[src/rtl/tmsn_pkg.sv]
// Package for the trimmed-mean sensor normalizer: sizes, codes, states and divider types.
package tmsn_pkg;

   localparam int WINDOW     = 5;
   localparam int NCH        = 4;
   localparam int SAMPLE_W   = 12;
   localparam int LEVEL_W    = 15;
   localparam int MODE_W     = 3;
   localparam int ROUND_W    = $clog2(WINDOW);
   localparam int SUM_W      = SAMPLE_W + $clog2(WINDOW);
   localparam int TRIM_W     = SAMPLE_W + 1;
   localparam int CH_W       = $clog2(NCH);
   localparam int DVD_W      = SAMPLE_W + LEVEL_W;
   localparam int DIV_CNT_W  = $clog2(DVD_W + 1);
   localparam int CSR_IDX_W  = $clog2(2 * NCH);
   localparam int CSR_AW     = CSR_IDX_W + 2;
   localparam int CSR_DW     = 32;

   // trimmed-mean divide by WINDOW-2 as a reciprocal multiply, exact for any SUM_W-bit sum
   localparam int TRIM_DIV   = WINDOW - 2;
   localparam int TRIM_SHIFT = 18;
   localparam int RECIP_W    = TRIM_SHIFT + 1;
   localparam int MP_W       = SUM_W + RECIP_W;

   localparam logic [ROUND_W-1:0]  ROUND_LAST   = ROUND_W'(WINDOW - 1);
   localparam logic [CH_W-1:0]     CH_LAST      = CH_W'(NCH - 1);
   localparam logic [RECIP_W-1:0]  TRIM_RECIP   =
      RECIP_W'((2 ** TRIM_SHIFT + TRIM_DIV - 1) / TRIM_DIV);
   localparam logic [SAMPLE_W-1:0] SAMPLE_MAX   = {SAMPLE_W{1'b1}};
   localparam logic [LEVEL_W-1:0]  FULL_LEVEL   = LEVEL_W'(32000);
   localparam logic [LEVEL_W-1:0]  LEVEL_HIGH   = LEVEL_W'(140 * 64);
   localparam logic [LEVEL_W-1:0]  LEVEL_LOW    = LEVEL_W'(40 * 64);
   localparam logic [SAMPLE_W-1:0] MAX_RESET    = SAMPLE_W'(3800);
   localparam logic [SAMPLE_W-1:0] MIN_RESET    = '0;

   localparam logic [MODE_W-1:0] STEER_HIGH_LOW   = MODE_W'(1);
   localparam logic [MODE_W-1:0] STEER_LOW_HIGH   = MODE_W'(2);
   localparam logic [MODE_W-1:0] STEER_COPY_LOWER = MODE_W'(3);
   localparam logic [MODE_W-1:0] STEER_LEFT_RIGHT = MODE_W'(4);

   typedef enum logic [2:0] {
      ST_IDLE,
      ST_MEAN_GO,
      ST_MEAN_WAIT,
      ST_SCALE,
      ST_LEVEL_GO,
      ST_LEVEL_WAIT,
      ST_NEXT,
      ST_FINISH
   } state_type;

   typedef struct packed {
      logic                start;
      logic [DVD_W-1:0]    dividend;
      logic [SAMPLE_W-1:0] divisor;
   } div_req_type;

   typedef struct packed {
      logic             busy;
      logic             done;
      logic [DVD_W-1:0] quotient;
   } div_rsp_type;

endpackage

[src/rtl/tmsn_req_if.sv]
// Input channel: one round of four coil samples plus steering mode.
interface tmsn_req_if;
   import tmsn_pkg::*;
   logic                valid;
   logic                ready;
   logic [SAMPLE_W-1:0] sample_lower_left;
   logic [SAMPLE_W-1:0] sample_lower_right;
   logic [SAMPLE_W-1:0] sample_upper_left;
   logic [SAMPLE_W-1:0] sample_upper_right;
   logic [MODE_W-1:0]   steer_mode;

   modport source (output valid, sample_lower_left, sample_lower_right, sample_upper_left,
                   sample_upper_right, steer_mode, input ready);
   modport sink   (input valid, sample_lower_left, sample_lower_right, sample_upper_left,
                   sample_upper_right, steer_mode, output ready);
endinterface

[src/rtl/tmsn_rsp_if.sv]
// Result channel: normalized levels and trimmed means of four channels.
interface tmsn_rsp_if;
   import tmsn_pkg::*;
   logic                valid;
   logic                ready;
   logic [LEVEL_W-1:0]  level_lower_left;
   logic [LEVEL_W-1:0]  level_lower_right;
   logic [LEVEL_W-1:0]  level_upper_left;
   logic [LEVEL_W-1:0]  level_upper_right;
   logic [SAMPLE_W-1:0] filtered_lower_left;
   logic [SAMPLE_W-1:0] filtered_lower_right;
   logic [SAMPLE_W-1:0] filtered_upper_left;
   logic [SAMPLE_W-1:0] filtered_upper_right;

   modport source (output valid, level_lower_left, level_lower_right, level_upper_left,
                   level_upper_right, filtered_lower_left, filtered_lower_right,
                   filtered_upper_left, filtered_upper_right, input ready);
   modport sink   (input valid, level_lower_left, level_lower_right, level_upper_left,
                   level_upper_right, filtered_lower_left, filtered_lower_right,
                   filtered_upper_left, filtered_upper_right, output ready);
endinterface

[src/rtl/tmsn_div.sv]
// Shared restoring divider, one quotient bit per cycle.
module tmsn_div
   import tmsn_pkg::*;
(
   input  logic        clock,
   input  logic        reset,
   input  div_req_type div_req,
   output div_rsp_type div_rsp
);

   localparam logic [DIV_CNT_W-1:0] DIV_LAST = DIV_CNT_W'(DVD_W - 1);

   logic                 busy_ff, busy_in;
   logic                 done_ff, done_in;
   logic [DIV_CNT_W-1:0] cnt_ff, cnt_in;
   logic [DVD_W-1:0]     quo_ff, quo_in;
   logic [SAMPLE_W-1:0]  rem_ff, rem_in;
   logic [SAMPLE_W-1:0]  dsr_ff, dsr_in;
   logic [SAMPLE_W:0]    rem_sh;
   logic [SAMPLE_W:0]    rem_sub;
   logic                 fits;

   assign rem_sh  = {rem_ff, quo_ff[DVD_W-1]};
   assign fits    = rem_sh >= {1'b0, dsr_ff};
   assign rem_sub = rem_sh - {1'b0, dsr_ff};

   always_comb begin
      busy_in = busy_ff;
      done_in = 1'b0;
      cnt_in  = cnt_ff;
      quo_in  = quo_ff;
      rem_in  = rem_ff;
      dsr_in  = dsr_ff;
      if (div_req.start && !busy_ff) begin
         busy_in = 1'b1;
         cnt_in  = '0;
         quo_in  = div_req.dividend;
         rem_in  = '0;
         dsr_in  = div_req.divisor;
      end else if (busy_ff) begin
         quo_in = {quo_ff[DVD_W-2:0], fits};
         rem_in = fits ? rem_sub[SAMPLE_W-1:0] : rem_sh[SAMPLE_W-1:0];
         cnt_in = cnt_ff + 1'b1;
         if (cnt_ff == DIV_LAST) begin
            busy_in = 1'b0;
            done_in = 1'b1;
         end
      end
   end

   always_ff @(posedge clock) begin
      if (reset) begin
         busy_ff <= 1'b0;
         done_ff <= 1'b0;
         cnt_ff  <= '0;
      end else begin
         busy_ff <= busy_in;
         done_ff <= done_in;
         cnt_ff  <= cnt_in;
      end
      quo_ff <= quo_in;
      rem_ff <= rem_in;
      dsr_ff <= dsr_in;
   end

   assign div_rsp.busy     = busy_ff;
   assign div_rsp.done     = done_ff;
   assign div_rsp.quotient = quo_ff;

   a_start_idle: assert property (@(posedge clock) disable iff (reset)
      div_req.start |-> !busy_ff)
      else $error("divider started while busy");

   a_done_after_busy: assert property (@(posedge clock) disable iff (reset)
      done_ff |-> $past(busy_ff) && !busy_ff)
      else $error("divider done without a running division");

endmodule

[src/rtl/trimmed_mean_sensor_normalizer_top.sv]
// Top level of the trimmed-mean sensor normalizer with its register port.
// Every accepted beat adds one round of four samples to the per-channel sum, peak and floor
// registers; rounds that do not close the window give no result and the block stays ready.
// The round that closes the window starts a sequencer that walks the four channels in turn:
// the trimmed mean comes from a reciprocal multiply in ST_MEAN_GO and is checked against the
// calibrated span in ST_MEAN_WAIT; only a mean strictly inside the span goes on through the
// multiplier register in ST_SCALE and the shared 27-step restoring divider for its level. A
// channel whose level clamps or whose span is degenerate goes straight on to ST_NEXT; after
// the last channel ST_FINISH loads the result register; req_ch.ready is low until then.
// The result beat then sits in an output register; the next window's rounds are taken while
// it waits, and a further closing round holds in the last step until that register frees.
module trimmed_mean_sensor_normalizer_top
   import tmsn_pkg::*;
(
   input  logic              clock,
   input  logic              reset,
   tmsn_req_if.sink          req_ch,
   tmsn_rsp_if.source        rsp_ch,
   input  logic              psel,
   input  logic              penable,
   input  logic              pwrite,
   input  logic [CSR_AW-1:0] paddr,
   input  logic [CSR_DW-1:0] pwdata,
   output logic [CSR_DW-1:0] prdata,
   output logic              pready
);

   state_type           state_ff, state_in;
   logic [CH_W-1:0]     ch_ff, ch_in;
   logic [ROUND_W-1:0]  round_ff, round_in;
   logic [MODE_W-1:0]   mode_ff, mode_in;
   logic [SUM_W-1:0]    sum_ff[NCH], sum_in[NCH];
   logic [SAMPLE_W-1:0] peak_ff[NCH], peak_in[NCH];
   logic [SAMPLE_W-1:0] floor_ff[NCH], floor_in[NCH];
   logic [SAMPLE_W-1:0] mean_ff[NCH], mean_in[NCH];
   logic [LEVEL_W-1:0]  level_ff[NCH], level_in[NCH];
   logic [DVD_W-1:0]    prod_ff, prod_in;
   logic [LEVEL_W-1:0]  lvl_out_ff[NCH], lvl_out_in[NCH];
   logic [SAMPLE_W-1:0] filt_out_ff[NCH], filt_out_in[NCH];
   logic                rsp_valid_ff, rsp_valid_in;
   logic [SAMPLE_W-1:0] max_ff[NCH];
   logic [SAMPLE_W-1:0] min_ff[NCH];

   logic [SAMPLE_W-1:0] samp[NCH];
   logic [LEVEL_W-1:0]  lvl_ovr[NCH];
   logic [SAMPLE_W-1:0] hi, lo;
   logic [TRIM_W-1:0]   trim;
   logic [SUM_W-1:0]    diff;
   logic [MP_W-1:0]     mean_prod;
   logic [SAMPLE_W-1:0] mean_new;
   logic [SAMPLE_W-1:0] mean_lo;
   logic [DVD_W-1:0]    scale_prod;
   logic [CSR_IDX_W-1:0] csr_idx;
   logic                csr_wr;
   div_req_type         div_req;
   div_rsp_type         div_rsp;

   tmsn_div u_div (
      .clock   (clock),
      .reset   (reset),
      .div_req (div_req),
      .div_rsp (div_rsp)
   );

   // register port
   assign pready  = 1'b1;
   assign csr_idx = paddr[CSR_AW-1:2];
   assign csr_wr  = psel && penable && pwrite;

   always_ff @(posedge clock) begin
      if (reset) begin
         for (int c = 0; c < NCH; c++) begin
            max_ff[c] <= MAX_RESET;
            min_ff[c] <= MIN_RESET;
         end
      end else if (csr_wr) begin
         if (csr_idx[CSR_IDX_W-1]) begin
            min_ff[csr_idx[CH_W-1:0]] <= pwdata[SAMPLE_W-1:0];
         end else begin
            max_ff[csr_idx[CH_W-1:0]] <= pwdata[SAMPLE_W-1:0];
         end
      end
   end

   always_comb begin
      if (csr_idx[CSR_IDX_W-1]) begin
         prdata = CSR_DW'(min_ff[csr_idx[CH_W-1:0]]);
      end else begin
         prdata = CSR_DW'(max_ff[csr_idx[CH_W-1:0]]);
      end
   end

   // datapath around the shared divider
   assign samp[0] = req_ch.sample_lower_left;
   assign samp[1] = req_ch.sample_lower_right;
   assign samp[2] = req_ch.sample_upper_left;
   assign samp[3] = req_ch.sample_upper_right;

   assign hi         = max_ff[ch_ff];
   assign lo         = min_ff[ch_ff];
   assign trim       = {1'b0, peak_ff[ch_ff]} + {1'b0, floor_ff[ch_ff]};
   assign diff       = (sum_ff[ch_ff] > SUM_W'(trim)) ? sum_ff[ch_ff] - SUM_W'(trim) : '0;
   assign mean_prod  = diff * TRIM_RECIP;
   assign mean_new   = (|mean_prod[MP_W-1:TRIM_SHIFT+SAMPLE_W]) ? SAMPLE_MAX
                                                               : mean_prod[TRIM_SHIFT +: SAMPLE_W];
   assign mean_lo    = mean_ff[ch_ff] - lo;
   assign scale_prod = mean_lo * FULL_LEVEL;

   always_comb begin
      for (int c = 0; c < NCH; c++) begin
         lvl_ovr[c] = level_ff[c];
      end
      unique case (mode_ff)
         STEER_HIGH_LOW: begin
            lvl_ovr[2] = LEVEL_HIGH;
            lvl_ovr[3] = LEVEL_LOW;
         end
         STEER_LOW_HIGH: begin
            lvl_ovr[2] = LEVEL_LOW;
            lvl_ovr[3] = LEVEL_HIGH;
         end
         STEER_COPY_LOWER: begin
            lvl_ovr[2] = level_ff[0];
            lvl_ovr[3] = level_ff[1];
         end
         STEER_LEFT_RIGHT: begin
            lvl_ovr[2] = level_ff[3];
         end
         default: begin
         end
      endcase
   end

   // sequencer
   always_comb begin
      state_in     = state_ff;
      ch_in        = ch_ff;
      round_in     = round_ff;
      mode_in      = mode_ff;
      prod_in      = prod_ff;
      rsp_valid_in = rsp_valid_ff && !rsp_ch.ready;
      for (int c = 0; c < NCH; c++) begin
         sum_in[c]      = sum_ff[c];
         peak_in[c]     = peak_ff[c];
         floor_in[c]    = floor_ff[c];
         mean_in[c]     = mean_ff[c];
         level_in[c]    = level_ff[c];
         lvl_out_in[c]  = lvl_out_ff[c];
         filt_out_in[c] = filt_out_ff[c];
      end
      div_req.start    = 1'b0;
      div_req.dividend = '0;
      div_req.divisor  = '0;
      unique case (state_ff)
         ST_IDLE: begin
            if (req_ch.valid) begin
               for (int c = 0; c < NCH; c++) begin
                  sum_in[c]   = sum_ff[c] + SUM_W'(samp[c]);
                  peak_in[c]  = (samp[c] > peak_ff[c]) ? samp[c] : peak_ff[c];
                  floor_in[c] = (samp[c] < floor_ff[c]) ? samp[c] : floor_ff[c];
               end
               mode_in = req_ch.steer_mode;
               if (round_ff < ROUND_LAST) begin
                  round_in = round_ff + 1'b1;
               end else begin
                  ch_in    = '0;
                  state_in = ST_MEAN_GO;
               end
            end
         end
         ST_MEAN_GO: begin
            mean_in[ch_ff] = mean_new;
            state_in       = ST_MEAN_WAIT;
         end
         ST_MEAN_WAIT: begin
            state_in = ST_NEXT;
            priority if (hi <= lo) begin
               level_in[ch_ff] = (mean_ff[ch_ff] > lo) ? FULL_LEVEL : '0;
            end else if (mean_ff[ch_ff] <= lo) begin
               level_in[ch_ff] = '0;
            end else if (mean_ff[ch_ff] >= hi) begin
               level_in[ch_ff] = FULL_LEVEL;
            end else begin
               state_in = ST_SCALE;
            end
         end
         ST_SCALE: begin
            prod_in  = scale_prod;
            state_in = ST_LEVEL_GO;
         end
         ST_LEVEL_GO: begin
            div_req.start    = 1'b1;
            div_req.dividend = prod_ff;
            div_req.divisor  = hi - lo;
            state_in         = ST_LEVEL_WAIT;
         end
         ST_LEVEL_WAIT: begin
            if (div_rsp.done) begin
               level_in[ch_ff] = div_rsp.quotient[LEVEL_W-1:0];
               state_in        = ST_NEXT;
            end
         end
         ST_NEXT: begin
            if (ch_ff == CH_LAST) begin
               state_in = ST_FINISH;
            end else begin
               ch_in    = ch_ff + 1'b1;
               state_in = ST_MEAN_GO;
            end
         end
         ST_FINISH: begin
            if (!rsp_valid_ff || rsp_ch.ready) begin
               for (int c = 0; c < NCH; c++) begin
                  lvl_out_in[c]  = lvl_ovr[c];
                  filt_out_in[c] = mean_ff[c];
                  sum_in[c]      = '0;
                  peak_in[c]     = '0;
                  floor_in[c]    = SAMPLE_MAX;
               end
               round_in     = '0;
               rsp_valid_in = 1'b1;
               state_in     = ST_IDLE;
            end
         end
         default: begin
            state_in = ST_IDLE;
         end
      endcase
   end

   always_ff @(posedge clock) begin
      if (reset) begin
         state_ff     <= ST_IDLE;
         ch_ff        <= '0;
         round_ff     <= '0;
         rsp_valid_ff <= 1'b0;
         for (int c = 0; c < NCH; c++) begin
            sum_ff[c]   <= '0;
            peak_ff[c]  <= '0;
            floor_ff[c] <= SAMPLE_MAX;
         end
      end else begin
         state_ff     <= state_in;
         ch_ff        <= ch_in;
         round_ff     <= round_in;
         rsp_valid_ff <= rsp_valid_in;
         for (int c = 0; c < NCH; c++) begin
            sum_ff[c]   <= sum_in[c];
            peak_ff[c]  <= peak_in[c];
            floor_ff[c] <= floor_in[c];
         end
      end
      mode_ff <= mode_in;
      prod_ff <= prod_in;
      for (int c = 0; c < NCH; c++) begin
         mean_ff[c]     <= mean_in[c];
         level_ff[c]    <= level_in[c];
         lvl_out_ff[c]  <= lvl_out_in[c];
         filt_out_ff[c] <= filt_out_in[c];
      end
   end

   assign req_ch.ready = (state_ff == ST_IDLE);

   assign rsp_ch.valid                = rsp_valid_ff;
   assign rsp_ch.level_lower_left     = lvl_out_ff[0];
   assign rsp_ch.level_lower_right    = lvl_out_ff[1];
   assign rsp_ch.level_upper_left     = lvl_out_ff[2];
   assign rsp_ch.level_upper_right    = lvl_out_ff[3];
   assign rsp_ch.filtered_lower_left  = filt_out_ff[0];
   assign rsp_ch.filtered_lower_right = filt_out_ff[1];
   assign rsp_ch.filtered_upper_left  = filt_out_ff[2];
   assign rsp_ch.filtered_upper_right = filt_out_ff[3];

   a_round_range: assert property (@(posedge clock) disable iff (reset)
      round_ff <= ROUND_LAST)
      else $error("round counter out of window");

   a_beat_from_finish: assert property (@(posedge clock) disable iff (reset)
      $rose(rsp_valid_ff) |-> $past(state_ff == ST_FINISH))
      else $error("result beat not produced by window finish");

   a_level_bound: assert property (@(posedge clock) disable iff (reset)
      rsp_valid_ff |-> lvl_out_ff[0] <= FULL_LEVEL && lvl_out_ff[1] <= FULL_LEVEL &&
                       lvl_out_ff[2] <= FULL_LEVEL && lvl_out_ff[3] <= FULL_LEVEL)
      else $error("level beyond full scale");

endmodule

[src/flat_wrapper.sv]
// flat-port wrapper written by rule: the top's interface ports become plain ports
module trimmed_mean_sensor_normalizer_top_flat import tmsn_pkg::*;
  (clock, reset, psel, penable, pwrite, paddr, pwdata, prdata, pready, req_ch_valid, req_ch_sample_lower_left, req_ch_sample_lower_right, req_ch_sample_upper_left, req_ch_sample_upper_right, req_ch_steer_mode, req_ch_ready, rsp_ch_valid, rsp_ch_level_lower_left, rsp_ch_level_lower_right, rsp_ch_level_upper_left, rsp_ch_level_upper_right, rsp_ch_filtered_lower_left, rsp_ch_filtered_lower_right, rsp_ch_filtered_upper_left, rsp_ch_filtered_upper_right, rsp_ch_ready);
  tmsn_req_if req_ch_i ();
  tmsn_rsp_if rsp_ch_i ();
  input  logic clock;
  input  logic reset;
  input  logic psel;
  input  logic penable;
  input  logic pwrite;
  input  logic [CSR_AW-1:0] paddr;
  input  logic [CSR_DW-1:0] pwdata;
  output logic [CSR_DW-1:0] prdata;
  output logic pready;
  input wire logic [$bits(req_ch_i.valid)-1:0] req_ch_valid;
  input wire logic [$bits(req_ch_i.sample_lower_left)-1:0] req_ch_sample_lower_left;
  input wire logic [$bits(req_ch_i.sample_lower_right)-1:0] req_ch_sample_lower_right;
  input wire logic [$bits(req_ch_i.sample_upper_left)-1:0] req_ch_sample_upper_left;
  input wire logic [$bits(req_ch_i.sample_upper_right)-1:0] req_ch_sample_upper_right;
  input wire logic [$bits(req_ch_i.steer_mode)-1:0] req_ch_steer_mode;
  output wire logic [$bits(req_ch_i.ready)-1:0] req_ch_ready;
  output wire logic [$bits(rsp_ch_i.valid)-1:0] rsp_ch_valid;
  output wire logic [$bits(rsp_ch_i.level_lower_left)-1:0] rsp_ch_level_lower_left;
  output wire logic [$bits(rsp_ch_i.level_lower_right)-1:0] rsp_ch_level_lower_right;
  output wire logic [$bits(rsp_ch_i.level_upper_left)-1:0] rsp_ch_level_upper_left;
  output wire logic [$bits(rsp_ch_i.level_upper_right)-1:0] rsp_ch_level_upper_right;
  output wire logic [$bits(rsp_ch_i.filtered_lower_left)-1:0] rsp_ch_filtered_lower_left;
  output wire logic [$bits(rsp_ch_i.filtered_lower_right)-1:0] rsp_ch_filtered_lower_right;
  output wire logic [$bits(rsp_ch_i.filtered_upper_left)-1:0] rsp_ch_filtered_upper_left;
  output wire logic [$bits(rsp_ch_i.filtered_upper_right)-1:0] rsp_ch_filtered_upper_right;
  input wire logic [$bits(rsp_ch_i.ready)-1:0] rsp_ch_ready;
  assign req_ch_i.valid = req_ch_valid;
  assign req_ch_i.sample_lower_left = req_ch_sample_lower_left;
  assign req_ch_i.sample_lower_right = req_ch_sample_lower_right;
  assign req_ch_i.sample_upper_left = req_ch_sample_upper_left;
  assign req_ch_i.sample_upper_right = req_ch_sample_upper_right;
  assign req_ch_i.steer_mode = req_ch_steer_mode;
  assign req_ch_ready = req_ch_i.ready;
  assign rsp_ch_valid = rsp_ch_i.valid;
  assign rsp_ch_level_lower_left = rsp_ch_i.level_lower_left;
  assign rsp_ch_level_lower_right = rsp_ch_i.level_lower_right;
  assign rsp_ch_level_upper_left = rsp_ch_i.level_upper_left;
  assign rsp_ch_level_upper_right = rsp_ch_i.level_upper_right;
  assign rsp_ch_filtered_lower_left = rsp_ch_i.filtered_lower_left;
  assign rsp_ch_filtered_lower_right = rsp_ch_i.filtered_lower_right;
  assign rsp_ch_filtered_upper_left = rsp_ch_i.filtered_upper_left;
  assign rsp_ch_filtered_upper_right = rsp_ch_i.filtered_upper_right;
  assign rsp_ch_i.ready = rsp_ch_ready;
  trimmed_mean_sensor_normalizer_top u_core (.clock(clock), .reset(reset), .req_ch(req_ch_i), .rsp_ch(rsp_ch_i), .psel(psel), .penable(penable), .pwrite(pwrite), .paddr(paddr), .pwdata(pwdata), .prdata(prdata), .pready(pready));
endmodule
[config.mk]
export PLATFORM = sky130hd
export DESIGN_NAME = trimmed_mean_sensor_normalizer_top_flat
export DESIGN_NICKNAME = d
export VERILOG_FILES = /design/src/rtl/tmsn_pkg.sv /design/src/rtl/tmsn_req_if.sv /design/src/rtl/tmsn_rsp_if.sv /design/src/rtl/tmsn_div.sv /design/src/rtl/trimmed_mean_sensor_normalizer_top.sv /design/src/flat_wrapper.sv
export SDC_FILE = /design/constraint.sdc
export NUM_CORES = 2
export LEC_CHECK = 0
export ABC_AREA = 1
export BUFFER_PORTS_ARGS = -buffer_cell sky130_fd_sc_hd__clkbuf_2
export CAP_MARGIN = 20
export CORE_AREA = 2 2 338 340
export CTS_CLUSTER_DIAMETER = 200
export DETAILED_ROUTE_END_ITERATION = 6
export DIE_AREA = 0 0 340 342
export PLACE_DENSITY = 0.54
export SLEW_MARGIN = 20
export SYNTH_ARGS = -nofsm -noshare
export SYNTH_HDL_FRONTEND = slang
export SYNTH_SLANG_ARGS = --single-unit
[constraint.sdc]
create_clock -name clock -period 9.6 [get_ports clock]
set_input_delay 1.92 -clock clock [delete_from_list [all_inputs] [get_ports clock]]
set_output_delay 1.92 -clock clock [all_outputs]
set_load 0.02 [all_outputs]
==> flow_summary.toml <==
[status]
status = "complete, no violations"

[drt]
route.detailed.drc = 0
drt_wl_total_microns = 109000
num_vias = 30000
wl_per_cell_microns = 18.1
drt_iter0_drc = 2357
firstDrtPassIters = 6
ant_nets = 0
vias_per_cell = 4.99

[floorplanning]
fp.coreArea_sq_um = 113000
start_util = 0.327
num_rows = 124
die_w_microns = 340
die_area_sq_um = 116000
ioPinCount = 238
die_h_microns = 342

[finish]
final_common_cell = "nand2_1"
layout_common_cells = "nand2_1, inv_1, a21oi_1"
fin_nets = 5011
num-fill-cells = 11500
final_layout_size_suffix_gt1_frac = 0.116
area_growth_syn_to_layout_pct = 14.1

[setup_path]
critPathKind = "register to register"
required_ns = 9.92
worst_setup_path_start_kind = "register"
slowest_delay_ns = 0.55
crit_arrival_ns = 9.33
crit_path_frequent_cell = "nand2_1"
cp-end-kind = "register"
critPathSlowestCell = "fa_1"
path_max_fanout = 29

[logic_synthesis]
synth_top_family_by_area = "adder cells"
ys_seq_area_frac = 0.404
synth_warnings = 0
synthCells = 4268
yosysTopAreaCell = "edfxtp_1"
synth.top_cell.area_share = 0.303
synth_cell_types = 62
muxShareOfSynthArea = 0
syn_area_per_cell_sq_um = 8.66
synth_xor_area_frac = 0.0156
synth_seq_cells = 559
synth-simple-area-share = 0.152
synth_area_sq_um = 37000
synth_edf_count = 373
synth_fa_ha_area_frac = 0.181
synthFlopType = "edfxtp_1"
synth_compound_gate_area_share = 0.166
synthArstFlopShare = 0
synth_area_leaders = "edfxtp_1, ha_1, dfxtp_1"

[grt]
met2_usage = 0.286
grt_max_degree = 80
grt-ovfl-total = 0
met3_usage = 0.0355
track_usage = 0.185
busiest_layer = "met2"
antenna_found_initial = 2
gr-usage-met1 = 0.260
grt_pass1_wl_microns = 168000
grt_pass1_vias = 28900

[timing]
slew-limit-headroom = 0.256
fmax_mhz = 111
hold_viol_final = 0
hold-worst-slack_ns = 0.443
setup_violations = 0
fin_crit_sh = 0.938
final_max_slew_viol_count = 0
final.setup.worst_slack_ns = 0.596
fin_skew_ns = 0.0309
worstMarginPinSlew_ns = 1.12
period_needed_ns = 9.00

[hold_path]
hp-class = "register to register"

[clocking]
worstSkewPairLatency_ns = 0.65
htree_levels = 3
clock_path_buffers = 3
root_buffer = "clkbuf_16"
tritoncts = "yes"
cts.sinks = 559
cts_buffers = 70
clkTransAtPathRegs_ns = 0.06

[run]
cap_violations = 0

[place]
pre_cts_slack_ns = 0.175
portBuffers = 194
place_congestion = 0.925
place_hpwl_microns = 81300
registers in the layout, indices dropped and copies added (netlist names), 12 cells and up, named ones only:
register             flops
u_core.prod_ff          19
u_core.lvl_out_ff       60
u_core.sum_ff           60
u_core.level_ff         36
u_core.mean_ff          48
u_core.min_ff           48
u_core.floor_ff         48
u_core.filt_out_ff      48
u_core.u_div.dsr_ff     12
u_core.u_div.quo_ff     27
u_core.max_ff           48
u_core.u_div.rem_ff     12
u_core.peak_ff          48
synth_stat cells, types with 4 or more instances:
library cell and number:
nand3_1 169, nand2_2 11, clkbuf_1 137, a211oi_2 10, o31ai_1 6, nor2_2 6, o21a_1 13, buf_4 21
a211oi_1 54, o211ai_1 30, clkinv_1 5, inv_2 14, a21o_1 25, o32ai_1 8, a2bb2oi_1 10, or2_2 37
o2111ai_1 4, o22ai_1 54, buf_1 6, nor4_1 12, inv_1 569, a32oi_1 14, buf_2 13, dfxtp_1 186
fa_1 104, nand2_1 658, xnor2_1 19, nor2_1 338, o21ai_0 350, xor2_1 47, nor3_1 41, nand3_2 10
nand4_1 28, ha_1 369, o21ai_1 4, edfxtp_1 373, a21oi_1 429, o21bai_1 8, a31oi_1 35
worst paths after layout:
check,endpoint,startpoint,cells past startpoint,slack (ns)
min reg2reg,u_core.filt_out_ff[2][1],u_core.mean_ff[2][1],0,0.44
max,u_core.mean_ff[3][11],register,46,0.60
max reg2reg,u_core.mean_ff[3][11],register,46,0.60
min,u_core.filt_out_ff[2][1],u_core.mean_ff[2][1],0,0.44
metrics by stage:
step                      cell area (sq um)  setup TNS [ns]  instances   util
after floorplan                       37000               0       4287      -
final                                 42200               0       6012  0.373
after CTS                             41900               0       6008  0.371
after detailed placement              39600               0       5880  0.350
after global placement                39600               0       5880  0.350
after global routing                  42200          -0.152       6011  0.373
worst max-delay path: cells and delay by family, from the launching register on:
family / cells / cell delay (ns)
fa+ha+maj: 9 / 3.73
compound gates: 12 / 2.28
simple gates: 18 / 1.74
buf+inv: 7 / 0.64
flops: 1 / 0.32
cell type report:
class,instances,area (sq um),area share
well taps,1512,1890,0.0449
multi-input cells,2959,19300,0.458
inverters,589,2220,0.0526
clock inverters,34,397,0.00941
repair buffers,264,1530,0.0362
diodes,1,2.50,0.0000594
flip-flops and latches,559,14900,0.354
clock buffers,94,1890,0.0449
per-layer routing:
metal	up-vias	share of wire
met5	-	0.000083
met2	901	0.43
met4	2	0.029
li1	14900	-
met3	151	0.071
met1	14000	0.47
repair_timing:
| item | CTS | global route |
|---|---|---|
| setup buffers | 0 | 3 |
| resized for setup | 0 | 54 |
| hold buffers | 0 | 0 |
| setup endpoints to repair | 0 | 48 |
cells by family (layout without fill, tap and decap cells):
group	Yosys count	count (layout)
simple gates	1323	1323
flops	559	559
compound gates	1076	1076
xor+xnor	66	66
other cells	2	22
buf+inv	769	981
fa+ha+maj	473	473
Power is left out: the tool's default activity adds up to more than one toggle a clock period on the data nets, which glitch-free logic cannot reach.
